$ cat src/rtl/ptl_pkg.sv
package ptl_pkg;

	// command codes
	localparam logic [1:0] CMD_START = 2'd0;
	localparam logic [1:0] CMD_LOAD  = 2'd1;
	localparam logic [1:0] CMD_CHAR  = 2'd2;

	// configuration register indexes
	localparam int CFG_IDX_W = 2;
	localparam int CFG_DATA_W = 8;
	localparam logic [CFG_IDX_W-1:0] REG_FONT_ROWS   = 2'd0;
	localparam logic [CFG_IDX_W-1:0] REG_GLYPH_COUNT = 2'd1;
	localparam logic [7:0] FONT_ROWS_RESET = 8'd12;

	// special characters
	localparam logic [7:0] CH_NORMAL  = 8'h01;
	localparam logic [7:0] CH_DARK    = 8'h02;
	localparam logic [7:0] CH_NEWLINE = 8'h0A;
	localparam logic [7:0] CH_SPACE   = 8'h20;

	// layout constants
	localparam logic [15:0] SPACE_ADVANCE = 16'd3;
	localparam logic [15:0] FIRST_LINE_GAP = 16'd5;
	localparam logic [15:0] LINE_GAP = 16'd1;
	localparam logic [15:0] INDENT_BACK = 16'd50;
	localparam logic [2:0]  NL_SATURATE = 3'd5;
	localparam logic [2:0]  NL_INDENT_AFTER = 3'd4;

	typedef struct packed {
		logic done;
		logic hit;
	} srch_rsp_t;

endpackage

$ cat src/rtl/ptl_ram.sv
module ptl_ram #(
	parameter int WIDTH = 8,
	parameter int DEPTH = 128,
	parameter int AW = (DEPTH > 1) ? $clog2(DEPTH) : 1
) (
	input  logic             clk,
	input  logic             we,
	input  logic [AW-1:0]    waddr,
	input  logic [WIDTH-1:0] wdata,
	input  logic             re,
	input  logic [AW-1:0]    raddr,
	output logic [WIDTH-1:0] rdata
);

	logic [WIDTH-1:0] mem_q [DEPTH];

	always_ff @(posedge clk) begin
		if (we) begin
			mem_q[waddr] <= wdata;
		end
		if (re) begin
			rdata <= mem_q[raddr];
		end
	end

endmodule

$ cat src/rtl/ptl_search.sv
module ptl_search #(
	parameter int MAX_GLYPHS = 128,
	parameter int CAW = (MAX_GLYPHS > 1) ? $clog2(MAX_GLYPHS) : 1,
	parameter int LAW = $clog2(MAX_GLYPHS + 1)
) (
	input  logic                clk,
	input  logic                arst_n,
	input  logic                start,
	input  logic [7:0]          code,
	input  logic [LAW-1:0]      limit,
	input  logic                wr_en,
	input  logic [CAW-1:0]      wr_addr,
	input  logic [7:0]          wr_code,
	output ptl_pkg::srch_rsp_t  rsp,
	output logic [LAW-1:0]      idx
);

	import ptl_pkg::*;

	logic           busy_q;
	logic [LAW-1:0] k_q;
	logic [LAW-1:0] chk_q;
	logic           chk_valid_q;
	logic [7:0]     code_q;
	logic [LAW-1:0] limit_q;
	logic [7:0]     rd_code;
	logic           in_range;
	logic           rd_en;
	logic           match;
	logic           done;

	// one read issued per cycle, its registered data then compared with the code
	assign in_range = k_q < limit_q;
	assign rd_en    = busy_q && in_range;
	assign match    = chk_valid_q && (rd_code == code_q);
	assign done     = busy_q && (match || !in_range);

	ptl_ram #(.WIDTH(8), .DEPTH(MAX_GLYPHS), .AW(CAW)) u_codes (
		.clk   (clk),
		.we    (wr_en),
		.waddr (wr_addr),
		.wdata (wr_code),
		.re    (rd_en),
		.raddr (k_q[CAW-1:0]),
		.rdata (rd_code)
	);

	always_ff @(posedge clk or negedge arst_n) begin
		if (!arst_n) begin
			busy_q      <= 1'b0;
			k_q         <= '0;
			chk_q       <= '0;
			chk_valid_q <= 1'b0;
			code_q      <= '0;
			limit_q     <= '0;
		end else if (start) begin
			busy_q      <= 1'b1;
			k_q         <= '0;
			chk_valid_q <= 1'b0;
			code_q      <= code;
			limit_q     <= limit;
		end else if (busy_q) begin
			if (done) begin
				busy_q <= 1'b0;
			end
			chk_valid_q <= rd_en;
			chk_q       <= k_q;
			if (rd_en) begin
				k_q <= k_q + LAW'(1);
			end
		end
	end

	assign rsp.done = done;
	assign rsp.hit  = match;
	assign idx      = chk_q;

endmodule

$ cat src/rtl/proportional_text_layout_core.sv
// Proportional text layout engine.
// Input channel (in_valid / in_stall) carries one beat per command: start
// string, load glyph entry, or process character. Output channel
// (out_valid / out_stall) returns exactly one result beat per input beat,
// draw high when a glyph blit is issued.
// Configuration (cfg_we / cfg_index / cfg_data) writes font_rows and
// glyph_count; write only while the block is idle.
// Start, load, space, font select, newline and the unused command give
// their result in the cycle after acceptance. A glyph lookup walks the
// code memory one entry per cycle over at most glyph_count entries, count
// clamped to MAX_GLYPHS; a hit then makes two left memory reads, entry k and
// k+1, and presents the result once the output register is free.
// One item is in flight at a time: a new beat is taken only with the block
// idle and the output register empty or emptied on that same edge, so
// immediate commands can follow back to back while out_stall stays low.
// Reset clears cursor, origin, newline count and font selection, sets
// font_rows to 12 and glyph_count to 0; glyph memories are not cleared.
// While out_stall is high the result beat holds and, with the block idle,
// in_stall stays high until that beat is taken.
module proportional_text_layout_core #(
	parameter int MAX_GLYPHS = 128
) (
	input  logic                           clk,
	input  logic                           arst_n,
	input  logic                           in_valid,
	output logic                           in_stall,
	input  logic [1:0]                     command,
	input  logic [7:0]                     char_code,
	input  logic [7:0]                     entry_index,
	input  logic [14:0]                    entry_left,
	input  logic [15:0]                    start_x,
	input  logic [15:0]                    start_y,
	output logic                           out_valid,
	input  logic                           out_stall,
	output logic                           draw,
	output logic                           dark_font,
	output logic [14:0]                    source_x,
	output logic [15:0]                    glyph_width,
	output logic [15:0]                    dest_x,
	output logic [15:0]                    dest_y,
	output logic [15:0]                    cursor_x,
	input  logic                           cfg_we,
	input  logic [ptl_pkg::CFG_IDX_W-1:0]  cfg_index,
	input  logic [ptl_pkg::CFG_DATA_W-1:0] cfg_data
);

	import ptl_pkg::*;

	localparam int CAW  = (MAX_GLYPHS > 1) ? $clog2(MAX_GLYPHS) : 1;
	localparam int LAW  = $clog2(MAX_GLYPHS + 1);
	localparam int LIMW = (LAW > 8) ? LAW : 8;

	typedef enum logic [2:0] {
		ST_IDLE,
		ST_SRCH,
		ST_LO,
		ST_HI,
		ST_RES
	} state_t;

	state_t state_q;

	// layout state
	logic [15:0] cx_q, cy_q, origin_q;
	logic [2:0]  nl_q;
	logic        dark_q;
	logic [7:0]  font_rows_q, glyph_count_q;

	// glyph lookup
	logic [LAW-1:0] hit_idx_q;
	logic [14:0]    lo_q;
	logic           res_draw_q;
	logic [14:0]    res_src_q;
	logic [15:0]    res_w_q, res_dx_q;

	// output register
	logic        out_valid_q;
	logic        draw_q, dark_out_q;
	logic [14:0] src_out_q;
	logic [15:0] w_out_q, dx_out_q, dy_out_q, cx_out_q;

	logic slot_free, accept, go_search, res_load;
	logic [15:0] cx_n, cy_n, origin_n;
	logic [2:0]  nl_n, nl_inc;
	logic        dark_n;

	logic [LIMW-1:0] eidx_ext, gc_ext;
	logic [LAW-1:0]  limit;
	logic            load_code, load_left;

	srch_rsp_t       srch_rsp;
	logic [LAW-1:0]  srch_idx;

	logic           left_re;
	logic [LAW-1:0] left_raddr;
	logic [14:0]    left_rd;
	logic [15:0]    width_w;

	assign slot_free = !out_valid_q || !out_stall;
	assign in_stall  = !((state_q == ST_IDLE) && slot_free);
	assign accept    = in_valid && !in_stall;

	// a new result beat enters the output register
	assign res_load  = ((state_q == ST_IDLE) && accept && !go_search) ||
		((state_q == ST_RES) && slot_free);

	// table writes: the last entry only holds the closing right edge
	assign eidx_ext  = LIMW'(entry_index);
	assign load_code = accept && (command == CMD_LOAD) && (eidx_ext <  LIMW'(MAX_GLYPHS));
	assign load_left = accept && (command == CMD_LOAD) && (eidx_ext <= LIMW'(MAX_GLYPHS));

	// search bound clamps to the table size
	assign gc_ext = LIMW'(glyph_count_q);
	assign limit  = (gc_ext > LIMW'(MAX_GLYPHS)) ? LAW'(MAX_GLYPHS) : gc_ext[LAW-1:0];

	assign nl_inc = (nl_q < NL_SATURATE) ? nl_q + 3'd1 : nl_q;

	// immediate commands
	always_comb begin
		cx_n      = cx_q;
		cy_n      = cy_q;
		origin_n  = origin_q;
		nl_n      = nl_q;
		dark_n    = dark_q;
		go_search = 1'b0;
		case (command)
			CMD_START: begin
				origin_n = start_x;
				cx_n     = start_x;
				cy_n     = start_y;
				nl_n     = 3'd0;
				dark_n   = 1'b0;
			end
			CMD_CHAR: begin
				case (char_code)
					CH_SPACE:  cx_n = cx_q + SPACE_ADVANCE;
					CH_NORMAL: dark_n = 1'b0;
					CH_DARK:   dark_n = 1'b1;
					CH_NEWLINE: begin
						nl_n = nl_inc;
						cy_n = cy_q + {8'd0, font_rows_q} +
							((nl_inc == 3'd1) ? FIRST_LINE_GAP : LINE_GAP);
						cx_n = origin_q - ((nl_inc > NL_INDENT_AFTER) ? INDENT_BACK : 16'd0);
					end
					default: go_search = 1'b1;
				endcase
			end
			default: ;
		endcase
	end

	ptl_search #(.MAX_GLYPHS(MAX_GLYPHS), .CAW(CAW), .LAW(LAW)) u_search (
		.clk     (clk),
		.arst_n  (arst_n),
		.start   (accept && go_search),
		.code    (char_code),
		.limit   (limit),
		.wr_en   (load_code),
		.wr_addr (eidx_ext[CAW-1:0]),
		.wr_code (char_code),
		.rsp     (srch_rsp),
		.idx     (srch_idx)
	);

	// left edges: read entry k on a hit, then entry k+1
	assign left_re    = ((state_q == ST_SRCH) && srch_rsp.done && srch_rsp.hit) ||
		(state_q == ST_LO);
	assign left_raddr = (state_q == ST_SRCH) ? srch_idx : hit_idx_q + LAW'(1);

	ptl_ram #(.WIDTH(15), .DEPTH(MAX_GLYPHS + 1), .AW(LAW)) u_lefts (
		.clk   (clk),
		.we    (load_left),
		.waddr (eidx_ext[LAW-1:0]),
		.wdata (entry_left),
		.re    (left_re),
		.raddr (left_raddr),
		.rdata (left_rd)
	);

	assign width_w = {1'b0, left_rd} - {1'b0, lo_q} - 16'd1;

	always_ff @(posedge clk or negedge arst_n) begin
		if (!arst_n) begin
			state_q       <= ST_IDLE;
			cx_q          <= '0;
			cy_q          <= '0;
			origin_q      <= '0;
			nl_q          <= '0;
			dark_q        <= 1'b0;
			font_rows_q   <= FONT_ROWS_RESET;
			glyph_count_q <= '0;
			hit_idx_q     <= '0;
			lo_q          <= '0;
			res_draw_q    <= 1'b0;
			res_src_q     <= '0;
			res_w_q       <= '0;
			res_dx_q      <= '0;
			out_valid_q   <= 1'b0;
			draw_q        <= 1'b0;
			dark_out_q    <= 1'b0;
			src_out_q     <= '0;
			w_out_q       <= '0;
			dx_out_q      <= '0;
			dy_out_q      <= '0;
			cx_out_q      <= '0;
		end else begin
			if (cfg_we) begin
				case (cfg_index)
					REG_FONT_ROWS:   font_rows_q   <= cfg_data;
					REG_GLYPH_COUNT: glyph_count_q <= cfg_data;
					default: ;
				endcase
			end

			if (res_load) begin
				out_valid_q <= 1'b1;
			end else if (out_valid_q && !out_stall) begin
				out_valid_q <= 1'b0;
			end

			case (state_q)
				ST_IDLE: begin
					if (accept) begin
						if (go_search) begin
							state_q <= ST_SRCH;
						end else begin
							cx_q        <= cx_n;
							cy_q        <= cy_n;
							origin_q    <= origin_n;
							nl_q        <= nl_n;
							dark_q      <= dark_n;
							draw_q      <= 1'b0;
							dark_out_q  <= dark_n;
							src_out_q   <= '0;
							w_out_q     <= '0;
							dx_out_q    <= '0;
							dy_out_q    <= cy_n;
							cx_out_q    <= cx_n;
						end
					end
				end
				ST_SRCH: begin
					if (srch_rsp.done) begin
						hit_idx_q <= srch_idx;
						if (srch_rsp.hit) begin
							state_q <= ST_LO;
						end else begin
							res_draw_q <= 1'b0;
							res_src_q  <= '0;
							res_w_q    <= '0;
							res_dx_q   <= '0;
							state_q    <= ST_RES;
						end
					end
				end
				ST_LO: begin
					lo_q    <= left_rd;
					state_q <= ST_HI;
				end
				ST_HI: begin
					res_draw_q <= 1'b1;
					res_src_q  <= lo_q;
					res_w_q    <= width_w;
					res_dx_q   <= cx_q;
					cx_q       <= cx_q + width_w;
					state_q    <= ST_RES;
				end
				ST_RES: begin
					if (slot_free) begin
						draw_q      <= res_draw_q;
						dark_out_q  <= dark_q;
						src_out_q   <= res_src_q;
						w_out_q     <= res_w_q;
						dx_out_q    <= res_dx_q;
						dy_out_q    <= cy_q;
						cx_out_q    <= cx_q;
						state_q     <= ST_IDLE;
					end
				end
				default: state_q <= ST_IDLE;
			endcase
		end
	end

	assign out_valid   = out_valid_q;
	assign draw        = draw_q;
	assign dark_font   = dark_out_q;
	assign source_x    = src_out_q;
	assign glyph_width = w_out_q;
	assign dest_x      = dx_out_q;
	assign dest_y      = dy_out_q;
	assign cursor_x    = cx_out_q;

endmodule

$ cat config.mk
export PLATFORM = sky130hd
export DESIGN_NAME = proportional_text_layout_core
export DESIGN_NICKNAME = d
export VERILOG_FILES = /design/src/rtl/ptl_pkg.sv /design/src/rtl/ptl_ram.sv /design/src/rtl/ptl_search.sv /design/src/rtl/proportional_text_layout_core.sv
export SDC_FILE = /design/constraint.sdc
export NUM_CORES = 2
export LEC_CHECK = 0
export ABC_AREA = 1
export BUFFER_PORTS_ARGS = -buffer_cell sky130_fd_sc_hd__buf_2
export CAP_MARGIN = 5
export CORE_MARGIN = 1
export CORE_UTILIZATION = 45
export CTS_CLUSTER_SIZE = 28
export DETAILED_ROUTE_END_ITERATION = 16
export GPL_ROUTABILITY_DRIVEN = 0
export PLACE_DENSITY = 0.66
export SYNTH_ARGS = -nofsm -noshare
export SYNTH_HDL_FRONTEND = slang
export SYNTH_HIERARCHICAL = 1
export SYNTH_SLANG_ARGS = --single-unit
$ cat constraint.sdc
create_clock -name clk -period 3.9 [get_ports clk]
set_input_delay 0.585 -clock clk [delete_from_list [all_inputs] [get_ports clk]]
set_output_delay 0.585 -clock clk [all_outputs]
set_load 0.02 [all_outputs]
== Yosys cells after proc, flatten, opt, wreduce, memory -nomap -nowiden ==
Memories as Yosys holds them, arrays and structs flattened. A register that Yosys moved wholly into a read port is not among the register bits.
Cells that the tools add are included.
Storage, ports and cells
  flip-flop bits (word level): 258
  RAM bits: 2959
  input bits: 80
  output and inout bits: 83
  memories kept: 2
Memory list
  u_lefts.mem_q: words 129, bits a word 15, rd ports 1, clocked after memory_dff 1, wr ports 1, RTL line ptl_ram.sv:15  | logic [WIDTH-1:0] mem_q [DEPTH];
  u_search.u_codes.mem_q: words 128, bits a word 8, rd ports 1, clocked after memory_dff 1, wr ports 1, RTL line ptl_ram.sv:15
Cells by class
  add/sub/neg operators: 10
  order comparisons: 6
  equality and inequality tests: 20
  mux-type cells: 72
  bitwise operators: 2
  reductions and logical operators: 47
Operators by type and width (count)
  16-bit one-hot mux with 2 select lines: 10
  16-bit two-way mux: 13
  15-bit two-way mux: 5
  15-bit one-hot mux with 2 select lines: 2
  8-bit two-way mux: 5
  3-bit two-way mux: 8
  1-bit two-way mux: 21
  16-bit adder: 1
  16-bit by 2-bit adder with 16-bit output, second input constant: 1
  16-bit by 3-bit adder with 16-bit output: 1
  16-bit by 8-bit adder with 16-bit output: 1
  8-bit by 1-bit adder with 8-bit output, second input constant: 2
  15-bit by 15-bit subtractor with 16-bit output: 1
  16-bit by 1-bit subtractor with 16-bit output, second input constant: 1
  16-bit by 6-bit subtractor with 16-bit output: 1
  1-bit logical AND: 15
  3-bit one-hot mux with 5 select lines: 1
  2-bit nonzero test: 7
  4-bit AND reduction: 3
  2-bit != test, second input constant: 5
  1-bit one-hot mux with 2 select lines: 5
  2-bit AND reduction: 5
  3-bit AND reduction: 3
  8-bit by 1-bit == test with 1-bit output, second input constant: 1
  26 further kinds: 39

== Logic depth before layout (Yosys ltp) ==
  depth in word-level cells: 10
  gate-level depth with buffers: 22
  gate-level depth less buffers: 21

== By module ==
The synthesis kept the hierarchy.
Modules (own cells, without submodules)
  ptl_ram (u_lefts): times used 1, cells an instance 6520, area each 78710.5 sq um, sequential area each 58556.2 sq um
  ptl_ram (u_search.u_codes): times used 1, cells an instance 3575, area each 42184.2 sq um, sequential area each 30989.7 sq um
  proportional_text_layout_core: times used 1, cells an instance 1812, area each 13365.3 sq um, sequential area each 5607.9 sq um
  ptl_search: times used 1, cells an instance 221, area each 1771.7 sq um, sequential area each 850.8 sq um

== Worst setup path before layout ==
No wires, ideal clock.
  path type: in2reg
  from: in out_stall
  to: mem u_lefts.mem_q[128][0] (enable)
  arrival: 2.904 ns
  slack: 0.590 ns
  stages: 8
  buffers on the path: 1
  cell sequence: nand2_1 nand2_1 nor2_2 nand3_1 a21oi_1 clkbuf_1 nand3_1 nor3_1
Between the ends
  cells in the longest elaborated chain, start to end: 8
RTL lines
  start: declaration: RTL line proportional_text_layout_core.sv:34  | input logic out_stall,
  1-bit logical NOT: RTL line proportional_text_layout_core.sv:99  | assign slot_free = !out_valid_q || !out_stall;
  1-bit logical OR: RTL line proportional_text_layout_core.sv:99
  1-bit logical AND: RTL line proportional_text_layout_core.sv:100  | assign in_stall = !((state_q == ST_IDLE) && slot_free);
  1-bit logical AND: RTL line proportional_text_layout_core.sv:101  | assign accept = in_valid && !in_stall;
  1-bit logical AND (2 in series): RTL line proportional_text_layout_core.sv:110  | assign load_left = accept && (command == CMD_LOAD) && (eidx_ext <= LIMW'(MAX_GLYPHS));
  via load_left: RTL line proportional_text_layout_core.sv:89  | logic load_code, load_left;
  1-bit two-way mux: RTL line ptl_ram.sv:18  | if (we) begin
  1-bit two-way mux (implied by the code): RTL line ptl_ram.sv:19  | mem_q[waddr] <= wdata;
  end: declaration: RTL line ptl_ram.sv:15
The timed path passes the listed nets, and every way through them passes these cells.

== Final worst setup path ==
  from: reg state_q[2]
  to: reg u_lefts.rdata[6], read port of u_lefts.mem_q, data pin
Between the ends
  elaborated cells on any way between the ends: 6
RTL lines
  start: declaration: RTL line proportional_text_layout_core.sv:61  | state_t state_q;
  start signal: assignment: RTL line proportional_text_layout_core.sv:184  | state_q <= ST_IDLE;
  start signal: assignment: RTL line proportional_text_layout_core.sv:225  | state_q <= ST_SRCH;
  start signal: assignment: RTL line proportional_text_layout_core.sv:246  | state_q <= ST_LO;
  3-bit by 1-bit == test with 1-bit output: RTL line proportional_text_layout_core.sv:168  | assign left_raddr = (state_q == ST_SRCH) ? srch_idx : hit_idx_q + LAW'(1);
  8-bit two-way mux: RTL line proportional_text_layout_core.sv:168
  via left_raddr[0]: RTL line proportional_text_layout_core.sv:95  | logic [LAW-1:0] left_raddr;
  end: declaration: RTL line ptl_ram.sv:12  | output logic [WIDTH-1:0] rdata
The timed path passes the listed nets, and every way through them passes these cells.
A chain may end at the register's enable or synchronous reset.

==> results by group <==
Synthesis
  • Yosys warnings: 6
  • Number of flops mapped to enable cells by yosys: roughly 3000
  • Synth Register Bits: approximately 3200
  • Most instantiated cells after synthesis: nand2_1 (3965), nand3_1 (3007), edfxtp_1 (2982)
  • Most frequent cell after synthesis: nand2_1
  • Mapped Nets: 12300
  • Primary FF master, synth: edfxtp_1
  • Sequential area share after synthesis: 0.706
  • Top cells by area, synth: edfxtp_1 (66%), nand3_1 (11%), nand2_1 (11%)
  • Mapped cell area: about 140000 sq um
  • Post-synth cell types: 56
  • Largest area contributor in the synthesized netlist: edfxtp_1
  • Async SR Flop Fraction: 0.0796
  • Syn Area/Cell: 11.2 sq um
  • Syn Inst Count: 12100
  • Post-synth top area share: 0.658

Critical path
  • Type of origin of the critical path: flip-flop
  • CP required: between 4 and 5 ns
  • CP endpoint kind: flip-flop
  • CP max FO: between 70 and 80
  • Critical Path AT: roughly 4.6 ns
  • Crit path kind: flip-flop to flip-flop

Finish
  • NumNets Final: 12600
  • Top Registers: u_lefts/mem_q (1935), u_search/u_codes/mem_q (1024)
  • Filler cells: about 26000
  • Share of layout cells above drive strength 1: 0.0953
  • Synthesis-to-layout area growth: 13.2%
  • Max reg flops: between 1500 and 2000
  • Biggest register: u_lefts/mem_q

Global routing
  • Global-route wire length before repair: about 560000 microns
  • Initial antenna violation count: 18
  • Pin count of the biggest net entering global routing: roughly 170
  • Gr usage total: 0.242
  • Vias in the first global route: approximately 88000
  • Remaining global-route overflow: 0

Clock network
  • Max clock buf depth: 4
  • Root Driver: clkbuf_16
  • Worst skew pair latency: between 0.9 and 1 ns
  • CTS buffer count: 335
  • H-tree Lvls: 5
  • Clk sink count: between 3000 and 4000
  • Postcts setup bufs: 0
  • CTS tree: built
  • Clock transition at the registers of the reported paths: 0.06 ns

Hold path
  • Hold WC Path Type: input port to flip-flop

Power
  • Peak supply drop: 0.554 mV
  • Switching portion of total power: 0.399
  • Int Pwr: around 0.068 W
  • LEAKAGE: roughly 57 nW
  • Comb power frac: 0.380
  • Pwr dens: about 730 nW/um^2
  • Psw: about 0.045 W
  • Sequential share of power: 0.348
  • Power share of the clock group: 0.272

Status
  • Status: completed

STA
  • Tightest Pin Transition: between 1 and 1.5 ns
  • Fin Hold WS: 0.0601 ns
  • Setup skew after layout: slightly below 0.07 ns
  • Final Hold Vio Count: 0
  • Final period util: 0.976
  • Slew HR: 0.242
  • Peak Freq: 263 MHz
  • RSZ-0062 raised after global routing: false
  • Final min period: around 3.8 ns
  • Final setup viols: 0
  • Setup_tns: 0 ns
  • Final Max Tran Viols: 0

Run
  • Max cap viols: 0

Floorplan
  • Initial Util: 0.453
  • Die ar.: around 300000 sq um
  • # rows: roughly 200
  • Die span in x: 552 microns
  • IO Pins: around 160
  • Core region area: 300000 sq um
  • Die height: between 500 and 600 microns

Drt
  • Detailed Routing Iterations Pass 1: 6
  • WL final: between 300000 and 400000 microns
  • Drt drc: 0
  • Final ANT Viol Nets: 0
  • Via count: between 90000 and 100k
  • Initial DRC Count: 11800
  • Drt wl/cell: around 22 microns
  • Routed vias/inst: 5.64

Placed design
  • Post-DP HPWL: 221000 microns
  • IO Port Bufs: ~160
==> critical path: stages (launching register included) <==
cell and delay, ns:
dfrtp_1 0.40, nor2_1 0.15, inv_1 0.05, nor2_1 0.16, buf_4 0.25, nand2_1 0.12
o21ai_4 0.16, buf_12 0.27, buf_12 0.33, nand2_1 0.10, nand3_1 0.10, nand3_1 0.08
nand3_1 0.16, nand3_1 0.52, nand2_1 0.26, nand2_1 0.07, nand3_1 0.12, nand3_1 0.16
nand2_1 0.11
==> power groups by stage <==
stage	combinational [W]	clock, W	sequential (W)
3_5_place_dp	0.0419	0	0.0401
5_1_grt	0.0465	0.0324	0.0395
2_1_floorplan	0.0275	0	0.0400
3_3_place_gp	0.0415	0	0.0401
4_1_cts	0.0421	0.0311	0.0394
6_report	0.0430	0.0307	0.0394
==> stage by stage <==
step	area [sq um]	worst slack, ns	cells	total power [W]	utilization
6_report	154000	0.0944	16700	0.113	0.513
5_1_grt	154000	0.00575	16700	0.118	0.513
4_1_cts	154000	0.116	16700	0.113	0.513
3_5_place_dp	143000	0.161	16000	0.0820	0.477
3_3_place_gp	143000	0.220	16000	0.0816	0.477
2_1_floorplan	136000	0.590	12100	0.0675	-
==> cell usage in the layout, fill, tap and decap left out, drive strengths merged, types with 2 or more instances in the layout <==
cell type and n:
inv 275, ha 60, nor2 432, o21bai 4, clkinv 151, o22ai 2, o21ai 149, and2 3
a21oi 66, or2 5, nand3 3008, a22o 10, dlygate4sd3 30, buf 688, mux2 4, xnor2 10
a21boi 4, fa 4, dfstp 2, nor4 3, edfxtp 2982, a21o 5, nand4 20, nand3b 7
o31ai 2, nand2 3975, clkbuf 409, nor3 17, o21a 2, a22oi 26, dfrtp 256, clkinvlp 10
bufinv 17, xor2 21, a31oi 14, o211ai 22, diode 5
==> final cells by class <==
class	count	area [sq um]	share of cell area
clock buffers	409	8740	0.0568
flip-flops and latches	3240	96000	0.623
multi-input cells	7881	35100	0.228
diodes	5	12.5	0.0000812
well taps	3958	4950	0.0322
inverters	260	1040	0.00673
clock inverters	193	1700	0.0111
repair buffers	718	6480	0.0421
==> repair_timing <==
item / in CTS / in global routing
gates resized for setup: 0 / 9
hold buffers: 30 / 0
hold endpoints to repair: 137 / 0
setup endpoints to repair: 0 / 25
==> routing by layer <==
metal	global-route usage	wire length [microns]	vias up
met4	0.0771	11700	2
met1	0.349	156000	45500
met3	0.0471	39500	677
li1	-	-	43100
met5	0	7	-
met2	0.368	167000	4676
==> cells by family (layout without fill, tap and decap cells) <==
group / after synthesis / in the layout / share of synthesized area
and+or+nand+nor: 7472 / 7472 / 0.235
DFF: 3240 / 3240 / 0.706
buffers and inverters: 1007 / 1580 / 0.0373
AOI/OAI and AO/OA: 310 / 310 / 0.0132
adders and majority gates: 64 / 64 / 0.00611
xor gates and xnor gates: 31 / 31 / 0.00200
muxes: 4 / 4 / 0.000331
other: 0 / 5 / 0
==> path summary, 6_finish.rpt <==
kind	slack [ns]	cells after the start	start	end
worst max-delay path	0.09	18	state_q[2]	u_lefts/rdata[6]
worst min-delay path	0.06	5	start_y[15]	dest_y[15]
worst max register to register	0.09	18	state_q[2]	u_lefts/rdata[6]
worst min register to register	0.47	2	u_search/idx[1]	u_search/idx[1]
max in group asynchronous	2.65	3	arst_n	cursor_x[11]
min in group asynchronous	0.30	2	arst_n	cursor_x[10]
(Power assumes the default switching activity.)
